`src/hdl/bba_pkg.sv`:
```
// Shared types and constants for the block bitmap allocator.
package bba_pkg;

  localparam int WORD_W      = 64;
  localparam int BIT_W       = 6;
  localparam int BIDX_W      = 10;
  localparam int STAT_W      = 2;
  localparam int CNT_W       = 11;
  localparam int SCAN_W      = 5;
  localparam int GRANT_LIMIT = 1024;

  localparam logic MODE_ALLOC = 1'b0;
  localparam logic MODE_FREE  = 1'b1;

  localparam logic [STAT_W-1:0] ST_OK     = 2'd0;
  localparam logic [STAT_W-1:0] ST_FULL   = 2'd1;
  localparam logic [STAT_W-1:0] ST_DOUBLE = 2'd2;

  typedef struct packed {
    logic clr;
    logic load;
    logic free_rd;
    logic free_chk;
    logic scan;
    logic emit;
  } cmd_t;

  typedef struct packed {
    logic clr_last;
    logic scan_done;
    logic out_free;
  } stat_t;

endpackage

```
`src/hdl/block_bitmap_allocator.sv`:
```
// Block allocator top level: register port, sequencer and map datapath.
// Allocate: after accept, the scan reads one 64-bit map word per cycle (words below the
// block count) through the read register, and the result word is then handed off.
// Free: accept, map word read, bit check and clear, hand-off. One request is in
// progress at a time; the next word is taken while the previous result waits in
// the output register. After reset a clearing pass writes one map word per cycle
// over ceil(MAX_BLOCKS/64) words, with in_tready low; total_blocks resets to 1024.
module block_bitmap_allocator #(
  parameter int MAX_BLOCKS = 1024
) (
  input  logic        clk,
  input  logic        rst_n,
  input  logic        in_tvalid,
  output logic        in_tready,
  input  logic [15:0] in_tdata,    // [9:0] block_index
  input  logic [0:0]  in_tuser,    // [0] mode
  output logic        out_tvalid,
  input  logic        out_tready,
  output logic [15:0] out_tdata,   // [9:0] granted_block, [11:10] status
  input  logic        cfg_psel,
  input  logic        cfg_penable,
  input  logic        cfg_pwrite,
  input  logic [2:0]  cfg_paddr,
  input  logic [31:0] cfg_pwdata,
  output logic [31:0] cfg_prdata,
  output logic        cfg_pready
);
  import bba_pkg::*;

  localparam logic REG_TOTAL = 1'b0;

  logic [CNT_W-1:0] total_blocks_r;
  logic             cfg_wr;
  cmd_t             cmd;
  stat_t            stat;

  assign cfg_pready = 1'b1;
  assign cfg_wr     = cfg_psel && cfg_penable && cfg_pwrite && cfg_pready;

  always_ff @(posedge clk) begin
    if (!rst_n) begin
      total_blocks_r <= CNT_W'(GRANT_LIMIT);
    end else if (cfg_wr && cfg_paddr[2] == REG_TOTAL) begin
      total_blocks_r <= cfg_pwdata[CNT_W-1:0];
    end
  end

  assign cfg_prdata = (cfg_paddr[2] == REG_TOTAL) ? {21'd0, total_blocks_r} : 32'd0;

  bba_ctrl u_ctrl (
    .clk       (clk),
    .rst_n     (rst_n),
    .in_tvalid (in_tvalid),
    .in_tready (in_tready),
    .in_mode   (in_tuser[0]),
    .stat      (stat),
    .cmd       (cmd)
  );

  bba_dp #(
    .MAX_BLOCKS (MAX_BLOCKS)
  ) u_dp (
    .clk          (clk),
    .rst_n        (rst_n),
    .cmd          (cmd),
    .stat         (stat),
    .total_blocks (total_blocks_r),
    .in_index     (in_tdata[BIDX_W-1:0]),
    .out_tvalid   (out_tvalid),
    .out_tready   (out_tready),
    .out_tdata    (out_tdata)
  );

endmodule

```
`src/hdl/bba_ctrl.sv`:
```
// Sequencer for the block bitmap allocator: clear pass, request dispatch, result hand-off.
module bba_ctrl (
  input  logic           clk,
  input  logic           rst_n,
  input  logic           in_tvalid,
  output logic           in_tready,
  input  logic           in_mode,
  input  bba_pkg::stat_t stat,
  output bba_pkg::cmd_t  cmd
);
  import bba_pkg::*;

  typedef enum logic [5:0] {
    S_CLEAR    = 6'b000001,
    S_IDLE     = 6'b000010,
    S_FREE_RD  = 6'b000100,
    S_FREE_CHK = 6'b001000,
    S_SCAN     = 6'b010000,
    S_DONE     = 6'b100000
  } state_t;

  state_t state_r, state_nxt;

  always_ff @(posedge clk) begin
    if (!rst_n) begin
      state_r <= S_CLEAR;
    end else begin
      state_r <= state_nxt;
    end
  end

  always_comb begin
    state_nxt = state_r;
    cmd       = '0;
    in_tready = 1'b0;
    case (state_r)
      S_CLEAR: begin
        cmd.clr = 1'b1;
        if (stat.clr_last) begin
          state_nxt = S_IDLE;
        end
      end
      S_IDLE: begin
        in_tready = 1'b1;
        if (in_tvalid) begin
          cmd.load  = 1'b1;
          state_nxt = (in_mode == MODE_FREE) ? S_FREE_RD : S_SCAN;
        end
      end
      S_FREE_RD: begin
        cmd.free_rd = 1'b1;
        state_nxt   = S_FREE_CHK;
      end
      S_FREE_CHK: begin
        cmd.free_chk = 1'b1;
        state_nxt    = S_DONE;
      end
      S_SCAN: begin
        cmd.scan = 1'b1;
        if (stat.scan_done) begin
          state_nxt = S_DONE;
        end
      end
      S_DONE: begin
        if (stat.out_free) begin
          cmd.emit  = 1'b1;
          state_nxt = S_IDLE;
        end
      end
      default: begin
        state_nxt = S_CLEAR;
      end
    endcase
  end

endmodule

```
`src/hdl/bba_dp.sv`:
```
// Datapath: map memory, word scan with lowest-free search, result and output registers.
module bba_dp #(
  parameter int MAX_BLOCKS = 1024
) (
  input  logic                      clk,
  input  logic                      rst_n,
  input  bba_pkg::cmd_t             cmd,
  output bba_pkg::stat_t            stat,
  input  logic [bba_pkg::CNT_W-1:0] total_blocks,
  input  logic [bba_pkg::BIDX_W-1:0] in_index,
  output logic                      out_tvalid,
  input  logic                      out_tready,
  output logic [15:0]               out_tdata
);
  import bba_pkg::*;

  localparam int WORDS = (MAX_BLOCKS + WORD_W - 1) / WORD_W;
  localparam int AW    = (WORDS > 1) ? $clog2(WORDS) : 1;
  localparam int LIM   = (MAX_BLOCKS < GRANT_LIMIT) ? MAX_BLOCKS : GRANT_LIMIT;
  localparam logic [16:0] MAP_LIM = 17'(MAX_BLOCKS);

  logic [WORD_W-1:0] mem [WORDS];
  logic [WORD_W-1:0] rdata_r;

  logic [AW-1:0]     clr_cnt_r;
  logic [BIDX_W-1:0] idx_r;
  logic [SCAN_W-1:0] nwords_r, full_r, scan_cnt_r, chk_addr_r;
  logic [BIT_W-1:0]  tail_r;
  logic              chk_v_r, started_r;
  logic [BIDX_W-1:0] res_grant_r;
  logic [STAT_W-1:0] res_status_r;
  logic              out_valid_r;
  logic [15:0]       out_data_r;

  logic [CNT_W-1:0]  eff;
  logic [CNT_W:0]    eff_rnd;
  logic [15:0]       scan_addr_w, chk_addr_w, free_addr_w;
  logic [WORD_W-1:0] vmask, free_bits;
  logic [BIT_W-1:0]  pos;
  logic              hit, exhausted, in_map, free_set;
  logic              rd_en, wr_en;
  logic [AW-1:0]     rd_addr, wr_addr;
  logic [WORD_W-1:0] wr_data;

  assign eff     = (total_blocks > CNT_W'(LIM)) ? CNT_W'(LIM) : total_blocks;
  assign eff_rnd = {1'b0, eff} + (CNT_W+1)'(WORD_W - 1);

  assign scan_addr_w = 16'(scan_cnt_r);
  assign chk_addr_w  = 16'(chk_addr_r);
  assign free_addr_w = 16'(idx_r[BIDX_W-1:BIT_W]);

  always_comb begin
    if (chk_addr_r < full_r) begin
      vmask = '1;
    end else if (chk_addr_r == full_r) begin
      vmask = (WORD_W'(1) << tail_r) - WORD_W'(1);
    end else begin
      vmask = '0;
    end
  end

  assign free_bits = ~rdata_r & vmask;
  assign hit       = chk_v_r && (|free_bits);
  assign exhausted = started_r && !chk_v_r;

  always_comb begin
    pos = '0;
    for (int i = WORD_W - 1; i >= 0; i--) begin
      if (free_bits[i]) begin
        pos = BIT_W'(i);
      end
    end
  end

  assign in_map   = ({7'd0, idx_r} < MAP_LIM);
  assign free_set = in_map && rdata_r[idx_r[BIT_W-1:0]];

  always_comb begin
    rd_en   = 1'b0;
    rd_addr = scan_addr_w[AW-1:0];
    wr_en   = 1'b0;
    wr_addr = clr_cnt_r;
    wr_data = '0;
    if (cmd.clr) begin
      wr_en = 1'b1;
    end
    if (cmd.free_rd) begin
      rd_en   = 1'b1;
      rd_addr = free_addr_w[AW-1:0];
    end
    if (cmd.free_chk && free_set) begin
      wr_en   = 1'b1;
      wr_addr = free_addr_w[AW-1:0];
      wr_data = rdata_r & ~(WORD_W'(1) << idx_r[BIT_W-1:0]);
    end
    if (cmd.scan) begin
      rd_en = (scan_cnt_r < nwords_r);
      if (hit) begin
        wr_en   = 1'b1;
        wr_addr = chk_addr_w[AW-1:0];
        wr_data = rdata_r | (WORD_W'(1) << pos);
      end
    end
  end

  always_ff @(posedge clk) begin
    if (wr_en) begin
      mem[wr_addr] <= wr_data;
    end
    if (rd_en) begin
      rdata_r <= mem[rd_addr];
    end
  end

  always_ff @(posedge clk) begin
    if (!rst_n) begin
      clr_cnt_r   <= '0;
      chk_v_r     <= 1'b0;
      started_r   <= 1'b0;
      scan_cnt_r  <= '0;
      out_valid_r <= 1'b0;
    end else begin
      if (cmd.clr) begin
        clr_cnt_r <= clr_cnt_r + AW'(1);
      end
      if (cmd.load) begin
        chk_v_r    <= 1'b0;
        started_r  <= 1'b0;
        scan_cnt_r <= '0;
      end else if (cmd.scan) begin
        started_r  <= 1'b1;
        chk_v_r    <= (scan_cnt_r < nwords_r);
        scan_cnt_r <= scan_cnt_r + SCAN_W'(1);
      end
      if (cmd.emit) begin
        out_valid_r <= 1'b1;
      end else if (out_tready) begin
        out_valid_r <= 1'b0;
      end
    end
  end

  always_ff @(posedge clk) begin
    if (cmd.load) begin
      idx_r    <= in_index;
      nwords_r <= eff_rnd[CNT_W-1:BIT_W];
      full_r   <= eff[CNT_W-1:BIT_W];
      tail_r   <= eff[BIT_W-1:0];
    end
    if (cmd.scan) begin
      chk_addr_r <= scan_cnt_r;
    end
    if (cmd.free_chk) begin
      res_grant_r  <= idx_r;
      res_status_r <= free_set ? ST_OK : ST_DOUBLE;
    end else if (cmd.scan && hit) begin
      res_grant_r  <= {chk_addr_r[BIDX_W-BIT_W-1:0], pos};
      res_status_r <= ST_OK;
    end else if (cmd.scan && exhausted) begin
      res_grant_r  <= '0;
      res_status_r <= ST_FULL;
    end
    if (cmd.emit) begin
      out_data_r <= {4'd0, res_status_r, res_grant_r};
    end
  end

  assign stat.clr_last  = (clr_cnt_r == AW'(WORDS - 1));
  assign stat.scan_done = hit || exhausted;
  assign stat.out_free  = !out_valid_r || out_tready;

  assign out_tvalid = out_valid_r;
  assign out_tdata  = out_data_r;

endmodule
```
`config.mk`:
```
export PLATFORM = sky130hd
export DESIGN_NAME = block_bitmap_allocator
export DESIGN_NICKNAME = d
export VERILOG_FILES = /design/src/hdl/bba_pkg.sv /design/src/hdl/block_bitmap_allocator.sv /design/src/hdl/bba_ctrl.sv /design/src/hdl/bba_dp.sv
export SDC_FILE = /design/constraint.sdc
export NUM_CORES = 2
export LEC_CHECK = 0
export BUFFER_PORTS_ARGS = -buffer_cell sky130_fd_sc_hd__buf_4
export CAP_MARGIN = 40
export CORE_MARGIN = 4
export CORE_UTILIZATION = 59
export CTS_BUF_LIST = sky130_fd_sc_hd__clkbuf_2 sky130_fd_sc_hd__clkbuf_4 sky130_fd_sc_hd__clkbuf_8
export CTS_CLUSTER_SIZE = 10
export DETAILED_ROUTE_END_ITERATION = 8
export PLACE_DENSITY = 0.79
export SYNTH_ARGS = -nofsm -noshare
export SYNTH_HDL_FRONTEND = slang
export SYNTH_SLANG_ARGS = --single-unit
```
`constraint.sdc`:
```
create_clock -name clk -period 7.6 [get_ports clk]
set_input_delay 0.38 -clock clk [delete_from_list [all_inputs] [get_ports clk]]
set_output_delay 0.38 -clock clk [all_outputs]
set_load 0.005 [all_outputs]
```
==> impl_metrics.yaml <==
run_status:
  status: "complete, no violations"
run:
  cap_violations: 0
synth:
  yosys_warnings: 0
  syn-cell-area_um2: 51700
  synth-seq-area-share_pct: 67.6
  ys_types: 111
  ys_seq_elements: 1172
  synth-edff-count: 1143
  async_reset_ff_share_pct: 0
  netlist_instances: 4027
  avgSynthCellArea_um2: 12.8
  synth-main-ff-cell: "edfxtp_1"
finish:
  nets: 4216
  multi_input_area_um2: 15500
  drive_gt1_share_pct: 13.6
  layout.cells.non_filler: 5445
  layout_commonest_cell: "edfxtp_1"
  seq_area_um2: 34900
  area_growth_pct: 11.9
  fillers: 5992
  final_cell_mix: "edfxtp_1, nand2_1, a211oi_1"
global_route:
  gr-total-overflow: 0
  grt_pass1_vias: 34114
  grt_pass1_wl_um: 209000
  grtUsageTotal_pct: 29.7
  antenna_found_initial: 3
  grt_max_degree: 207
pwr:
  p_sw_mw: 3.85
  finalPower_mw: 14.8
  p_leak_nw: 18.1
  p_seq_share_pct: 53.8
  comb_power_share_pct: 12.4
  clkPwrFrac_pct: 33.9
  ir_drop_uv: 417
  cell_internal_pwr_mw: 10.9
  switching_share_pct: 26.1
  cellPowerDensity_nw_per_um2: 256
placement:
  pre_cts_slack_ps: 1390
  port_buffers: 54
  place_hpwl_um: 81300
  place_inst: 5081
  gp_congestion: 1.03
cts:
  cts_root_buf: "clkbuf_8"
  cts.path.max_buffers: 3
  clock_sinks: 1172
  cts_max_level: 4
  cts_buffers: 177
  post_cts_buffers: 0
  path_clk_slew_ps: 70
  clk_latency_ps: 880
  cts_tree: "yes"
routing:
  wire_per_inst_um: 25.8
  drt_iter0_drc: 4846
  viasPerCell: 6.58
  antenna_left: 0
  route.detailed.drc: 0
  drt-total-wl_um: 140000
  vias: 35836
  dr.pass1.iters: 7
sta:
  setup-violations-final: 0
  worst_slew_pin_slew_ps: 1190
  final.setup_skew_ps: 61.2
  finalHoldViolCount: 0
  period_needed_ps: 6480
  timing.fmax_mhz: 154
  rsz0062_at_grt: "false"
  tns_ps: 0
  min_period_over_period_pct: 85.3
  max_slew_margin_pct: 20.9
  worst_slack_ps: 1120
  drv_slew: 0
setup_path:
  path_class: "reg2reg"
  cp_max_fo: 52
  cp.arrival_ps: 6960
  crit_required_ps: 8080
  crit_path_end_kind: "flop"
  cp-start-kind: "flop"
  reg2reg_depth: 13
  r2r-start: "u_dp.tail_r[4]"
  r2r-end: "u_dp.mem[5][39]"
  rrSetupSlack_ps: 1120
floorplan:
  start_util_pct: 59.5
  row_count: 108
  die_y_um: 304
  core_um2: 86800
  io_pins: 110
  die_w_um: 304
  die-area_um2: 92400
worst_hold_path:
  holdPathStages: 2
  worstHoldStart: "in_tdata[3]"
  holdPathEnd: "u_dp.idx_r[3]"
  hold_class: "in2reg"
-- worst max-delay path, cell delays in order (launching register included) --
cell and delay [ps]:
edfxtp_1 730, buf_4 410, or3_1 500, a21o_1 360, and4_4 350, mux2_2 380, a2111oi_2 590, nand4b_1 320
nor4_4 540, a21o_1 450, mux2i_1 290, nand2_1 400, nor2_4 250, buf_12 340
-- state kept, by name, indices dropped and copies added (netlist names) --
name,count
total_blocks_r,11
u_ctrl.state_r,6
u_dp.chk_addr_r,5
u_dp.chk_v_r,1
u_dp.clr_cnt_r,4
u_dp.full_r,5
u_dp.idx_r,10
u_dp.mem,1024
u_dp.nwords_r,5
u_dp.out_tdata,12
u_dp.out_tvalid,1
u_dp.rdata_r,64
u_dp.res_grant_r,10
u_dp.res_status_r,2
u_dp.scan_cnt_r,5
u_dp.started_r,1
u_dp.tail_r,6
-- cells by family (layout without fill, tap and decap cells) --
| family | Yosys count | in the layout | share of synthesized area, % |
|---|---|---|---|
| adder cells (fa/ha/maj) | 12 | 12 | 0.291 |
| multiplexers | 45 | 45 | 1.40 |
| other | 2 | 28 | 0.0145 |
| AND/OR/NAND/NOR | 1220 | 1220 | 11.5 |
| AO/OA/AOI/OAI | 1196 | 1196 | 16.0 |
| buffers and inverters | 363 | 600 | 3.02 |
| XOR/XNOR | 17 | 17 | 0.288 |
| flip-flops | 1172 | 1172 | 67.6 |
-- power groups by stage --
stage	combinational, mW	clock, mW	sequential [mW]
after floorplan	1.05	0	8.07
after global placement	1.76	0	8.04
after detailed placement	1.80	0	8.07
after CTS	1.82	5.06	7.93
after global routing	1.97	5.38	7.97
final	1.83	5.00	7.94
-- through the flow --
step           area (um2)  hold slack, ps  util [%]
3_5_place_dp        54000             405      62.2
2_1_floorplan       51700             400         -
3_3_place_gp        53800             402      62.0
6_report            57800             228      66.6
5_1_grt             57800             188      66.6
4_1_cts             57800             162      66.6
-- per-layer routing --
layer  wire length (um)  up-vias  GRT usage [%]
li1                   -    15746              -
met1              53900    17528           41.0
met2              64700     2186           45.9
met3              15400      374           6.84
met4               6230        2           13.2
met5                 13        -              0
-- layout make-up --
class,count,area share [%]
diodes,2,0.00866
clock buffers,235,5.02
clock inverters,87,0.903
inverters,27,0.175
multi-input cells,2516,26.9
flip-flops and latches,1172,60.4
well taps,1155,2.50
repair buffers,251,4.16
-- repair_timing --
action / 4_1_cts / 5_1_grt
hold buffers: 37 / 0
hold endpoints to repair: 39 / 0
resized for setup: 0 / 0
-- worst max path at each step --
stage	cells after the start	end	startpoint	slack (ps)
after floorplan	19	u_dp.mem[11][0]	u_dp.tail_r[2]	50
after global placement	13	u_dp.mem[5][39]	u_dp.tail_r[4]	1420
after detailed placement	13	u_dp.mem[4][5]	u_dp.tail_r[4]	1390
after CTS	14	u_dp.mem[6][63]	u_dp.tail_r[4]	1330
after global routing	14	u_dp.mem[7][15]	u_dp.chk_addr_r[1]	980
final	13	u_dp.mem[5][39]	u_dp.tail_r[4]	1120
-- synth_stat cells, types with 11 or more instances --
cell type / n / share of area (%)
a21o_1: 14 / 0.20
nor3_1: 29 / 0.28
mux4_2: 21 / 0.92
nor4_1: 13 / 0.16
a21oi_1: 246 / 2.4
buf_4: 32 / 0.47
o21a_1: 11 / 0.16
buf_2: 25 / 0.24
a21boi_0: 17 / 0.25
or3_1: 12 / 0.15
nand3_1: 36 / 0.35
a211oi_1: 335 / 4.9
edfxtp_1: 1143 / 66
nor2_1: 99 / 0.72
o22ai_1: 11 / 0.13
dfxtp_1: 29 / 1.1
o21ai_0: 142 / 1.4
nand2_1: 623 / 4.5
nor2b_1: 38 / 0.46
nand2b_1: 19 / 0.23
mux2i_1: 14 / 0.27
clkbuf_1: 255 / 1.9
nand4_1: 11 / 0.13
inv_1: 26 / 0.19
o31ai_1: 35 / 0.51
buf_1: 17 / 0.12
a311oi_1: 132 / 2.2
ha_1: 12 / 0.29
and2_1: 261 / 3.2
a31oi_1: 138 / 1.7
o211ai_1: 13 / 0.19
(Power assumes the default switching activity.)
